<file path="config.mk">
export PLATFORM = sky130hd
export DESIGN_NAME = edge_partition_assigner
export DESIGN_NICKNAME = d
export VERILOG_FILES = /design/src/design/epa_pkg.sv /design/src/design/epa_ctrl.sv /design/src/design/epa_dpath.sv /design/src/design/edge_partition_assigner.sv
export SDC_FILE = /design/constraint.sdc
export NUM_CORES = 2
export LEC_CHECK = 0
export BUFFER_PORTS_ARGS = -buffer_cell sky130_fd_sc_hd__buf_2
export CORE_MARGIN = 2
export CORE_UTILIZATION = 61
export CTS_CLUSTER_DIAMETER = 200
export DETAILED_ROUTE_END_ITERATION = 10
export PLACE_DENSITY = 0.86
export RECOVER_POWER = 25
export SETUP_SLACK_MARGIN = 0.1
export SLEW_MARGIN = 20
export SYNTH_ARGS = -nofsm -noshare
export SYNTH_HDL_FRONTEND = slang
export SYNTH_HIERARCHICAL = 1
export SYNTH_SLANG_ARGS = --single-unit
</file>
<file path="constraint.sdc">
create_clock -name clock -period 10.35 [get_ports clock]
set_input_delay 0.5175 -clock clock [delete_from_list [all_inputs] [get_ports clock]]
set_output_delay 0.5175 -clock clock [all_outputs]
set_load 0.01 [all_outputs]
</file>
<file path="src/design/epa_pkg.sv">
// ----------------------------------------------------------------------------
// epa_pkg
// Shared types and constants of the edge partition assigner.
// ----------------------------------------------------------------------------
package epa_pkg;

   localparam int MAX_PARTITIONS = 32;
   localparam int IDX_W          = $clog2(MAX_PARTITIONS);
   localparam int CNT_W          = $clog2(MAX_PARTITIONS + 1);

   localparam int CLU_W   = 5;
   localparam int DEG_W   = 32;
   localparam int VTX_W   = 32;
   localparam int LOAD_W  = 32;
   localparam int LIMIT_W = 32;
   localparam int PCNT_W  = 6;
   localparam int PART_W  = 5;

   localparam int REQ_DATA_W = 144;
   localparam int RSP_DATA_W = 8;

   localparam int CSR_ADDR_W = 3;
   localparam int CSR_DATA_W = 32;

   // register index, taken from byte address bit 2
   localparam logic REG_HALF_LOAD  = 1'b0;
   localparam logic REG_PART_COUNT = 1'b1;

   localparam logic [LIMIT_W-1:0] HALF_LOAD_RESET = '1;
   localparam logic [PCNT_W-1:0]  PART_COUNT_RESET = PCNT_W'(32);

   typedef enum logic [2:0] {
      ST_IDLE,
      ST_DECIDE,
      ST_SCAN,
      ST_UPDATE,
      ST_FINISH
   } state_type;

   typedef struct packed {
      logic capture;
      logic decide;
      logic scan;
      logic update;
      logic emit;
   } cmd_type;

   typedef struct packed {
      logic bad;
      logic both_full;
      logic scan_done;
      logic out_free;
   } status_type;

endpackage

</file>
<file path="src/design/epa_ctrl.sv">
// ----------------------------------------------------------------------------
// epa_ctrl
// Sequencer of the edge partition assigner: capture, decide, scan, update,
// finish.
// ----------------------------------------------------------------------------
module epa_ctrl import epa_pkg::*; (
   input  logic       clock,
   input  logic       reset,
   input  logic       req_tvalid,
   output logic       req_tready,
   input  status_type status,
   output cmd_type    cmd
);

   state_type state_ff, state_in;

   always_ff @(posedge clock) begin
      if (reset) begin
         state_ff <= ST_IDLE;
      end else begin
         state_ff <= state_in;
      end
   end

   always_comb begin
      state_in   = state_ff;
      cmd        = '0;
      req_tready = 1'b0;
      case (state_ff)
         ST_IDLE: begin
            req_tready = 1'b1;
            if (req_tvalid) begin
               cmd.capture = 1'b1;
               state_in    = ST_DECIDE;
            end
         end
         ST_DECIDE: begin
            cmd.decide = 1'b1;
            if (status.bad) begin
               state_in = ST_FINISH;
            end else if (status.both_full) begin
               state_in = ST_SCAN;
            end else begin
               state_in = ST_UPDATE;
            end
         end
         ST_SCAN: begin
            cmd.scan = 1'b1;
            if (status.scan_done) begin
               state_in = ST_UPDATE;
            end
         end
         ST_UPDATE: begin
            cmd.update = 1'b1;
            state_in   = ST_FINISH;
         end
         ST_FINISH: begin
            // hold the result until the output register can take it
            if (status.out_free) begin
               cmd.emit = 1'b1;
               state_in = ST_IDLE;
            end
         end
         default: begin
            state_in = ST_IDLE;
         end
      endcase
   end

endmodule

</file>
<file path="src/design/epa_dpath.sv">
// ----------------------------------------------------------------------------
// epa_dpath
// Datapath: load counters, choice logic, least-load scan, output register.
// ----------------------------------------------------------------------------
module epa_dpath import epa_pkg::*; (
   input  logic                  clock,
   input  logic                  reset,
   input  cmd_type               cmd,
   output status_type            status,
   input  logic [REQ_DATA_W-1:0] req_tdata,
   input  logic [LIMIT_W-1:0]    half_load_limit,
   input  logic [PCNT_W-1:0]     partition_count,
   output logic                  rsp_tvalid,
   input  logic                  rsp_tready,
   output logic [RSP_DATA_W-1:0] rsp_tdata,
   output logic                  rsp_tuser
);

   // load memory; entries not yet written read as zero
   logic [LOAD_W-1:0]         load_mem [MAX_PARTITIONS];
   logic [MAX_PARTITIONS-1:0] vld_ff;

   logic [LOAD_W-1:0] rd_a_ff, rd_b_ff;
   logic              rd_a_vld_ff, rd_b_vld_ff;
   logic [LOAD_W-1:0] ld_a, ld_b;
   logic [IDX_W-1:0]  addr_a, addr_b;

   logic [CLU_W-1:0]  src_cl, dst_cl;
   logic [CLU_W-1:0]  src_cl_ff, dst_cl_ff;
   logic [DEG_W-1:0]  src_deg_ff, dst_deg_ff;
   logic [VTX_W-1:0]  src_vtx_ff, dst_vtx_ff;
   logic              bad_ff, bad_in;

   logic [CNT_W-1:0]  k_eff;
   logic              full_a, full_b;
   logic              pick_src;

   logic [IDX_W-1:0]  sel_ff;
   logic [LOAD_W-1:0] sel_load_ff;

   logic [CNT_W-1:0]  scan_idx_ff;
   logic              cmp_vld_ff;
   logic [IDX_W-1:0]  cmp_idx_ff;

   logic              out_vld_ff;
   logic [PART_W-1:0] out_part_ff;
   logic              out_bad_ff;

   assign src_cl = req_tdata[4:0];
   assign dst_cl = req_tdata[9:5];

   always_comb begin
      if (32'(partition_count) > 32'(MAX_PARTITIONS)) begin
         k_eff = CNT_W'(MAX_PARTITIONS);
      end else begin
         k_eff = CNT_W'(partition_count);
      end
   end

   assign bad_in = (32'(src_cl) >= 32'(k_eff)) || (32'(dst_cl) >= 32'(k_eff));

   // port A serves the endpoint read and then the scan
   assign addr_a = cmd.capture ? IDX_W'(src_cl) : scan_idx_ff[IDX_W-1:0];
   assign addr_b = IDX_W'(dst_cl);

   always_ff @(posedge clock) begin
      rd_a_ff <= load_mem[addr_a];
      rd_b_ff <= load_mem[addr_b];
      if (cmd.update) begin
         if (sel_load_ff != '1) begin
            load_mem[sel_ff] <= sel_load_ff + LOAD_W'(1);
         end else begin
            load_mem[sel_ff] <= sel_load_ff;
         end
      end
   end

   always_ff @(posedge clock) begin
      if (reset) begin
         vld_ff      <= '0;
         rd_a_vld_ff <= 1'b0;
         rd_b_vld_ff <= 1'b0;
      end else begin
         rd_a_vld_ff <= vld_ff[addr_a];
         rd_b_vld_ff <= vld_ff[addr_b];
         if (cmd.update) begin
            vld_ff[sel_ff] <= 1'b1;
         end
      end
   end

   assign ld_a = rd_a_vld_ff ? rd_a_ff : '0;
   assign ld_b = rd_b_vld_ff ? rd_b_ff : '0;

   always_ff @(posedge clock) begin
      if (cmd.capture) begin
         src_cl_ff  <= src_cl;
         dst_cl_ff  <= dst_cl;
         src_deg_ff <= req_tdata[41:10];
         dst_deg_ff <= req_tdata[73:42];
         src_vtx_ff <= req_tdata[105:74];
         dst_vtx_ff <= req_tdata[137:106];
         bad_ff     <= bad_in;
      end
   end

   assign full_a = ld_a >= half_load_limit;
   assign full_b = ld_b >= half_load_limit;

   always_comb begin
      if (full_a) begin
         pick_src = 1'b0;
      end else if (full_b) begin
         pick_src = 1'b1;
      end else if (src_deg_ff < dst_deg_ff) begin
         pick_src = 1'b1;
      end else if (src_deg_ff == dst_deg_ff) begin
         pick_src = src_vtx_ff < dst_vtx_ff;
      end else begin
         pick_src = 1'b0;
      end
   end

   // choice register, also carries the running minimum of the scan
   always_ff @(posedge clock) begin
      if (cmd.decide) begin
         if (bad_ff) begin
            sel_ff <= '0;
         end else if (pick_src) begin
            sel_ff      <= IDX_W'(src_cl_ff);
            sel_load_ff <= ld_a;
         end else begin
            sel_ff      <= IDX_W'(dst_cl_ff);
            sel_load_ff <= ld_b;
         end
      end else if (cmd.scan && cmp_vld_ff) begin
         if (cmp_idx_ff == '0 || ld_a < sel_load_ff) begin
            sel_ff      <= cmp_idx_ff;
            sel_load_ff <= ld_a;
         end
      end
   end

   always_ff @(posedge clock) begin
      if (reset) begin
         scan_idx_ff <= '0;
         cmp_vld_ff  <= 1'b0;
      end else if (cmd.decide) begin
         scan_idx_ff <= '0;
         cmp_vld_ff  <= 1'b0;
      end else if (cmd.scan) begin
         if (scan_idx_ff < k_eff) begin
            scan_idx_ff <= scan_idx_ff + CNT_W'(1);
            cmp_vld_ff  <= 1'b1;
         end else begin
            cmp_vld_ff  <= 1'b0;
         end
      end
   end

   always_ff @(posedge clock) begin
      if (cmd.scan) begin
         cmp_idx_ff <= scan_idx_ff[IDX_W-1:0];
      end
   end

   always_ff @(posedge clock) begin
      if (reset) begin
         out_vld_ff <= 1'b0;
      end else if (cmd.emit) begin
         out_vld_ff <= 1'b1;
      end else if (rsp_tready) begin
         out_vld_ff <= 1'b0;
      end
   end

   always_ff @(posedge clock) begin
      if (cmd.emit) begin
         out_part_ff <= PART_W'(sel_ff);
         out_bad_ff  <= bad_ff;
      end
   end

   assign status.bad       = bad_ff;
   assign status.both_full = full_a && full_b;
   assign status.scan_done = (scan_idx_ff == k_eff) && !cmp_vld_ff;
   assign status.out_free  = !out_vld_ff || rsp_tready;

   assign rsp_tvalid = out_vld_ff;
   assign rsp_tdata  = {{(RSP_DATA_W-PART_W){1'b0}}, out_part_ff};
   assign rsp_tuser  = out_bad_ff;

endmodule

</file>
<file path="src/design/edge_partition_assigner.sv">
// ----------------------------------------------------------------------------
// edge_partition_assigner
// Assigns each streamed graph edge to a partition by cluster, load and degree.
// ----------------------------------------------------------------------------
// Usage:
//   req_* carries one edge per word: both endpoints' cluster ids, degrees and
//   vertex ids. rsp_* returns one word per edge: the chosen partition in
//   tdata and the bad-cluster flag in tuser. csr_* is an APB-style port with
//   half_load_limit at byte address 0 and partition_count at address 4;
//   write it only while no edge is in flight.
//   After accept, an edge with a bad cluster goes from decide straight to
//   finish; one whose choice follows from cluster loads, degrees or vertex
//   ids goes through decide, update and finish; when both clusters are full,
//   a least-load scan over the effective partition count, reading one
//   counter per cycle through one memory port, comes between decide and
//   update. One edge is worked on at a time; req_tready is high only while
//   idle.
//   The result sits in an output register: a new edge is accepted while the
//   previous result waits, and that edge holds in its finish step while
//   rsp_tready stays low.
//   Reset clears all load counters (through per-entry valid bits, no clearing
//   pass), sets half_load_limit to all ones and partition_count to 32.
// ----------------------------------------------------------------------------
module edge_partition_assigner import epa_pkg::*; (
   input  logic                  clock,
   input  logic                  reset,
   // src_cluster[4:0], dst_cluster[9:5], src_degree[41:10],
   // dst_degree[73:42], src_vertex[105:74], dst_vertex[137:106], zero pad
   input  logic [REQ_DATA_W-1:0] req_tdata,
   input  logic                  req_tvalid,
   output logic                  req_tready,
   // partition[4:0], zero pad
   output logic [RSP_DATA_W-1:0] rsp_tdata,
   // bad_cluster[0]
   output logic                  rsp_tuser,
   output logic                  rsp_tvalid,
   input  logic                  rsp_tready,
   input  logic                  csr_psel,
   input  logic                  csr_penable,
   input  logic                  csr_pwrite,
   input  logic [CSR_ADDR_W-1:0] csr_paddr,
   input  logic [CSR_DATA_W-1:0] csr_pwdata,
   output logic [CSR_DATA_W-1:0] csr_prdata,
   output logic                  csr_pready
);

   logic [LIMIT_W-1:0] half_load_ff;
   logic [PCNT_W-1:0]  part_count_ff;
   logic               csr_wr;
   logic               reg_sel;

   cmd_type    cmd;
   status_type status;

   // register file: word address bit selects the register
   assign csr_pready = 1'b1;
   assign csr_wr     = csr_psel && csr_penable && csr_pwrite;
   assign reg_sel    = csr_paddr[2];

   always_ff @(posedge clock) begin
      if (reset) begin
         half_load_ff  <= HALF_LOAD_RESET;
         part_count_ff <= PART_COUNT_RESET;
      end else if (csr_wr) begin
         case (reg_sel)
            REG_HALF_LOAD:  half_load_ff  <= csr_pwdata[LIMIT_W-1:0];
            REG_PART_COUNT: part_count_ff <= csr_pwdata[PCNT_W-1:0];
            default: begin
            end
         endcase
      end
   end

   always_comb begin
      case (reg_sel)
         REG_HALF_LOAD:  csr_prdata = half_load_ff;
         REG_PART_COUNT: csr_prdata = {{(CSR_DATA_W-PCNT_W){1'b0}}, part_count_ff};
         default:        csr_prdata = '0;
      endcase
   end

   // sequencer: steps one edge through capture, decide, scan, update and finish
   epa_ctrl u_ctrl (
      .clock      (clock),
      .reset      (reset),
      .req_tvalid (req_tvalid),
      .req_tready (req_tready),
      .status     (status),
      .cmd        (cmd)
   );

   // counters, choice logic and output register
   epa_dpath u_dpath (
      .clock           (clock),
      .reset           (reset),
      .cmd             (cmd),
      .status          (status),
      .req_tdata       (req_tdata),
      .half_load_limit (half_load_ff),
      .partition_count (part_count_ff),
      .rsp_tvalid      (rsp_tvalid),
      .rsp_tready      (rsp_tready),
      .rsp_tdata       (rsp_tdata),
      .rsp_tuser       (rsp_tuser)
   );

endmodule
</file>
======== After elaboration in Yosys (flattened, before gate mapping) ========
Memory sizes are Yosys's and may differ from the RTL's. A register that Yosys moved wholly into a read port is not among the register bits.
Index checks and enable logic that the tools add are counted.
cells by class
  add/sub/neg operators ................... 2
  order comparisons ....................... 13
  equality and inequality tests ........... 11
  mux-type cells .......................... 49
  bitwise operators ....................... 3
  reduce and logical (&&, ||, !) cells .... 23
operators with widths
  operator                                                                      count
  32-bit two-way mux                                                            8
  32-bit less-than comparator                                                   3
  32-bit greater-or-equal comparator                                            2
  32-bit case mux with 2 select lines                                           1
  32-bit by 1-bit adder with 32-bit output, second input constant               1
  32-bit equality test                                                          1
  32-bit != test, second input constant                                         1
  32-bit bitwise OR                                                             1
  5-bit two-way mux                                                             6
  1-bit two-way mux                                                             25
  5-bit by 6-bit less-than comparator with 1-bit output, second input constant  3
  3-bit case mux with 5 select lines                                            1
  5-bit by 6-bit greater-or-equal comparator with 1-bit output                  2
  3-bit two-way mux                                                             4
  1-bit binary-select mux with 5-bit select                                     2
  2-bit != test, second input constant                                          4
  2-bit AND reduction                                                           4
  6-bit by 1-bit adder with 6-bit output, second input constant                 1
  3-bit by 2-bit equality test with 1-bit output, second input constant         2
  6-bit equality test                                                           1
  6-bit > comparator, second input constant                                     1
  1-bit logical AND                                                             6
  6-bit less-than comparator                                                    1
  6-bit two-way mux                                                             1
  other kinds (13)                                                              19
storage, ports and cells
  flip-flop bits (word level) ............. 270
  bits in writable memories ............... 1024
  bits of input ports ..................... 186
  output and inout bits ................... 44
  word-level logic and storage cells ...... 123
  memories kept ........................... 1
memory list
  memory            depth  width  read ports  clocked after memory_dff  write ports  line             RTL
  u_dpath.load_mem  32     32     2           2                         1            epa_dpath.sv:20  logic [LOAD_W-1:0] load_mem [MAX_PARTITIONS];

======== Longest topological paths before layout ========
  depth in word-level cells ............... 8
  depth in mapped cells ................... 13
  depth with buffers taken out ............ 12

======== Cells and area by module ========
The synthesis kept the hierarchy.
modules (own cells, without submodules)
  module                   instances  cells each  area an instance (µm²)  seq. area each (µm²)
  epa_dpath                1          3565        61770.5                 38486.9
  edge_partition_assigner  1          203         1801.7                  760.7
  epa_ctrl                 1          24          217.7                   60.1

======== Worst setup path before layout ========
No wires, ideal clock.
  path kind ............................... reg2reg
  start ................................... reg u_ctrl.state_ff[2]
  end ..................................... reg u_dpath.rd_a_ff[0] (read register of u_dpath.load_mem)
  setup time .............................. 0.130 ns
  arrival time ............................ 6.383 ns
  required time ........................... 10.220 ns
  setup slack ............................. 3.837 ns
  stages on the path, launching flop included .. 14
  path buffers ............................ 5
  clock period less this slack ............ 6.513 ns
  path through ............................ dfxtp_1 -> buf_2 -> nor3_1 -> and2_1 -> buf_2 -> mux2i_1 -> buf_2 -> buf_2 -> clkbuf_1 -> mux4_2 -> nand2_1 -> nand3_1 -> nand3_1 -> o21ai_0
RTL lines
  item                    line             RTL
  from (decl)             epa_ctrl.sv:15   state_type state_ff, state_in;
  from (signal assigned)  epa_ctrl.sv:21   state_ff <= state_in;
  to (decl)               epa_dpath.sv:23  logic [LOAD_W-1:0] rd_a_ff, rd_b_ff;

==> flow_summary.ini <==
[floorplanning]
die_w_um = 327
pin_count = 230
rows = 118
chipHeight_um = 327
core_um2 = 104000
start_util = 0.615
dieArea_um2 = 107000

[min_path]
min-delay-start = csr_pwdata[21]
hold_path.class = in -> reg

[critical_path]
path_class = in -> reg
path_common_cell = clkbuf_1
slowest_delay_ns = 3.25
cpMaxStageDelayCell = clkbuf_1
worst-r2r-setup-slack_ns = 4.82
crit_fanout = 36
reg2reg_to = u_dpath/load_mem[14][10]
crit_chain = clkbuf_1 > clkbuf_1 > mux4_2 > mux2_2
ff2ff_path_depth = 5
crit_end = u_dpath/rd_b_ff[23]
r2r_start = u_ctrl/state_ff[1]
worstPathArrival_ns = 7.87
start_kind = input pin
end_kind = flip-flop
cp-startpoint = req_tdata[7]
required_ns = 10.97

[sta]
hold_viol = 0
final-setup-viol-count = 0
slew_headroom = -2.22
rsz0062_at_grt = no
finalSetupTns_ns = 0
period_share = 0.701
tightest_slew_ns = 4.82
fin_ws_ns = 3.10
timing.final.max_slew_violations = 696
fin_skew_ns = 0.0334
fmax_mhz = 138
min_period_ns = 7.25

[cells_and_area]
area_growth_pct = 14.0
layout.cells.non_filler = 5630
nets = 4499
drive_above_1_share = 0.270
fillCellCount = 5906

[clocking]
numCtsBuffers = 138
cts_resized = 0
htree_levels = 4
clockBufferDepth = 3
cts-root-buf = clkbuf_16
clk_pin_slew_ns = 0.06
clkSinkCount = 1358
clkLatencyLatePin_ns = 0.77
cts_tree = built

[global_route]
grt_pass1_wl_mm = 279
grt_pass1_vias = 42400
grt_max_degree = 142
antenna_found_initial = 2
overflow = 0
track_usage = 0.360

[power_and_ir_drop]
power.density_nw_per_um2 = 179
p_leak_uw = 0.0257
vdd_ir_drop_max_v = 0.000179
finalPower_uw = 13000

[logic_synthesis]
ys_async_sr_fraction = 0
synth_cells = 3792
yosys_warnings = 6
synthFlopType = edfxtp_1
syn_area_um2 = 63800
synth.area.top_cells = edfxtp_1 (57%), mux4_2 (21%), dfxtp_1 (4.6%), ha_1 (3.5%), nand2_1 (2.0%)
synth-edff-count = 1211
avgSynthCellArea_um2 = 16.8
yosys.area.top_type_share = 0.570
ys_seq_elements = 1358
synthDistinctLibCells = 68
yosysSeqAreaShare = 0.616
synth_top_cell_by_area = edfxtp_1

[place]
place.gp.congestion = 0.909
place_inst = 5243
place_hpwl_mm = 100
dp_slack_ns = 5.49
portBuffers = 217

[routing]
via_per_inst = 7.38
drt_iter0_drc = 6989
routedWlPerCell_um = 34.5
dr.pass1.iters = 6
drc = 0
antenna_left = 0
vias = 41500
totalWireLength_mm = 194

[run]
maxCapViolations = 28

[run_status]
status = finished with violations
violations = max-capacitance violations, max-slew violations
cell families after synthesis:
family	after synthesis	share of synthesized area
flip-flops	1358	0.616
AND/OR/NAND/NOR	952	0.0695
multiplexers	712	0.231
buffers and inverters	359	0.0238
AO/OA/AOI/OAI	197	0.0196
adder cells (fa/ha/maj)	176	0.0345
XOR/XNOR	36	0.00494
other	2	0.000118
metrics by stage:
stage / hold slack (ns) / util / instance area, um2
after detailed placement: 0.476 / 0.645 / 66900
after CTS: 0.00264 / 0.703 / 72800
final: 0.0172 / 0.702 / 72700
after floorplan: 0.452 / - / 63800
after global routing: 0.0264 / 0.702 / 72700
after global placement: 0.463 / 0.644 / 66800
power breakdown:
group	total [uW]	internal [uW]	switching, uW	leakage (uW)
combinational	1580	668	908	0.0113
clock	5130	2990	2140	0.00226
sequential	6280	6180	95.7	0.0122
total	13000	9840	3140	0.0257
timing repair:
action | 4_1_cts | 5_1_grt
hold buffers | 134 | 0
setup buffers | 0 | 0
hold endpoints to repair | 134 | 0
layout make-up:
class | instances | area (um2) | share of cell area
flip-flops and latches | 1358 | 39300 | 0.540
multi-input cells | 2077 | 23600 | 0.325
clock buffers | 194 | 3950 | 0.0543
repair buffers | 428 | 2950 | 0.0406
well taps | 1380 | 1730 | 0.0237
clock inverters | 57 | 656 | 0.00901
inverters | 134 | 503 | 0.00692
diodes | 2 | 5.00 | 0.0000688
state kept, by name, indices dropped and copies added (netlist names), 3 cells and up:
name	count
half_load_ff	32
u_dpath/cmp_idx_ff	5
u_dpath/sel_load_ff	32
u_ctrl/state_ff	3
u_dpath/sel_ff	5
part_count_ff	6
u_dpath/out_part_ff	5
u_dpath/src_cl_ff	5
u_dpath/dst_cl_ff	5
u_dpath/src_vtx_ff	32
u_dpath/vld_ff	32
u_dpath/dst_deg_ff	32
u_dpath/rd_b_ff	32
u_dpath/dst_vtx_ff	32
u_dpath/rd_a_ff	32
u_dpath/load_mem	1024
u_dpath/src_deg_ff	32
u_dpath/scan_idx_ff	6
Yosys cell counts (7+ instances only):
cell / number
clkbuf_1: 119
buf_6: 9
buf_2: 66
nand3_1: 190
mux4_2: 594
edfxtp_1: 1211
mux2_2: 43
o21ai_0: 60
and2_1: 67
mux2_4: 29
a21o_1: 28
ha_1: 176
nor3_1: 14
nor2_1: 196
xnor2_1: 32
and4_1: 11
nand2b_1: 19
nand4_1: 37
nor4_1: 7
buf_1: 26
nor2b_1: 35
mux2i_1: 46
and3_1: 9
o211ai_1: 8
dfxtp_1: 147
inv_1: 133
a211oi_1: 13
a21oi_1: 50
nand2_1: 343
layer usage:
| layer | wire length (um) | part of all wire | global-route usage | vias up |
|---|---|---|---|---|
| li1 | - | - | - | 15800 |
| met5 | 85 | 0.00044 | 0 | - |
| met4 | 12600 | 0.065 | 0.199 | 6 |
| met1 | 59500 | 0.31 | 0.445 | 20400 |
| met3 | 32300 | 0.17 | 0.130 | 977 |
| met2 | 89800 | 0.46 | 0.556 | 4303 |
worst min path at each step:
| stage | to | slack (ns) | cells after the start |
|---|---|---|---|
| 3_5_place_dp | part_count_ff[0] | 0.48 | 2 |
| 5_1_grt | part_count_ff[0] | 0.03 | 3 |
| 2_1_floorplan | u_dpath/vld_ff[30] | 0.45 | 2 |
| 6_report | half_load_ff[21] | 0.02 | 3 |
| 3_3_place_gp | u_dpath/vld_ff[30] | 0.46 | 2 |
| 4_1_cts | part_count_ff[3] | 0.003 | 3 |
worst max-delay path: cells and delay by family:
kind                   cells  cell delay [ns]
buffers and inverters      2             6.14
muxes                      2             1.14
cell usage in the layout, fill, tap and decap left out, types with 11 or more instances in the layout:
cell / n
edfxtp_1: 1211
mux4_2: 594
nand2_1: 343
nand3_1: 190
nor2_1: 180
ha_1: 176
dfxtp_1: 147
buf_2: 146
clkbuf_16: 143
dlygate4sd3_1: 134
inv_1: 133
clkbuf_1: 114
and2_1: 66
o21ai_0: 60
buf_4: 59
a21oi_1: 51
mux2i_1: 41
mux2_2: 39
nand4_1: 37
nor2b_1: 35
mux2_4: 31
a21o_1: 28
xnor2_4: 22
clkinv_2: 20
nand2b_1: 19
clkbuf_8: 18
nor2_4: 17
bufinv_16: 13
nor3_1: 13
a211oi_1: 13
clkinv_1: 12
and4_1: 11
Power figures use the tool's default switching activity.
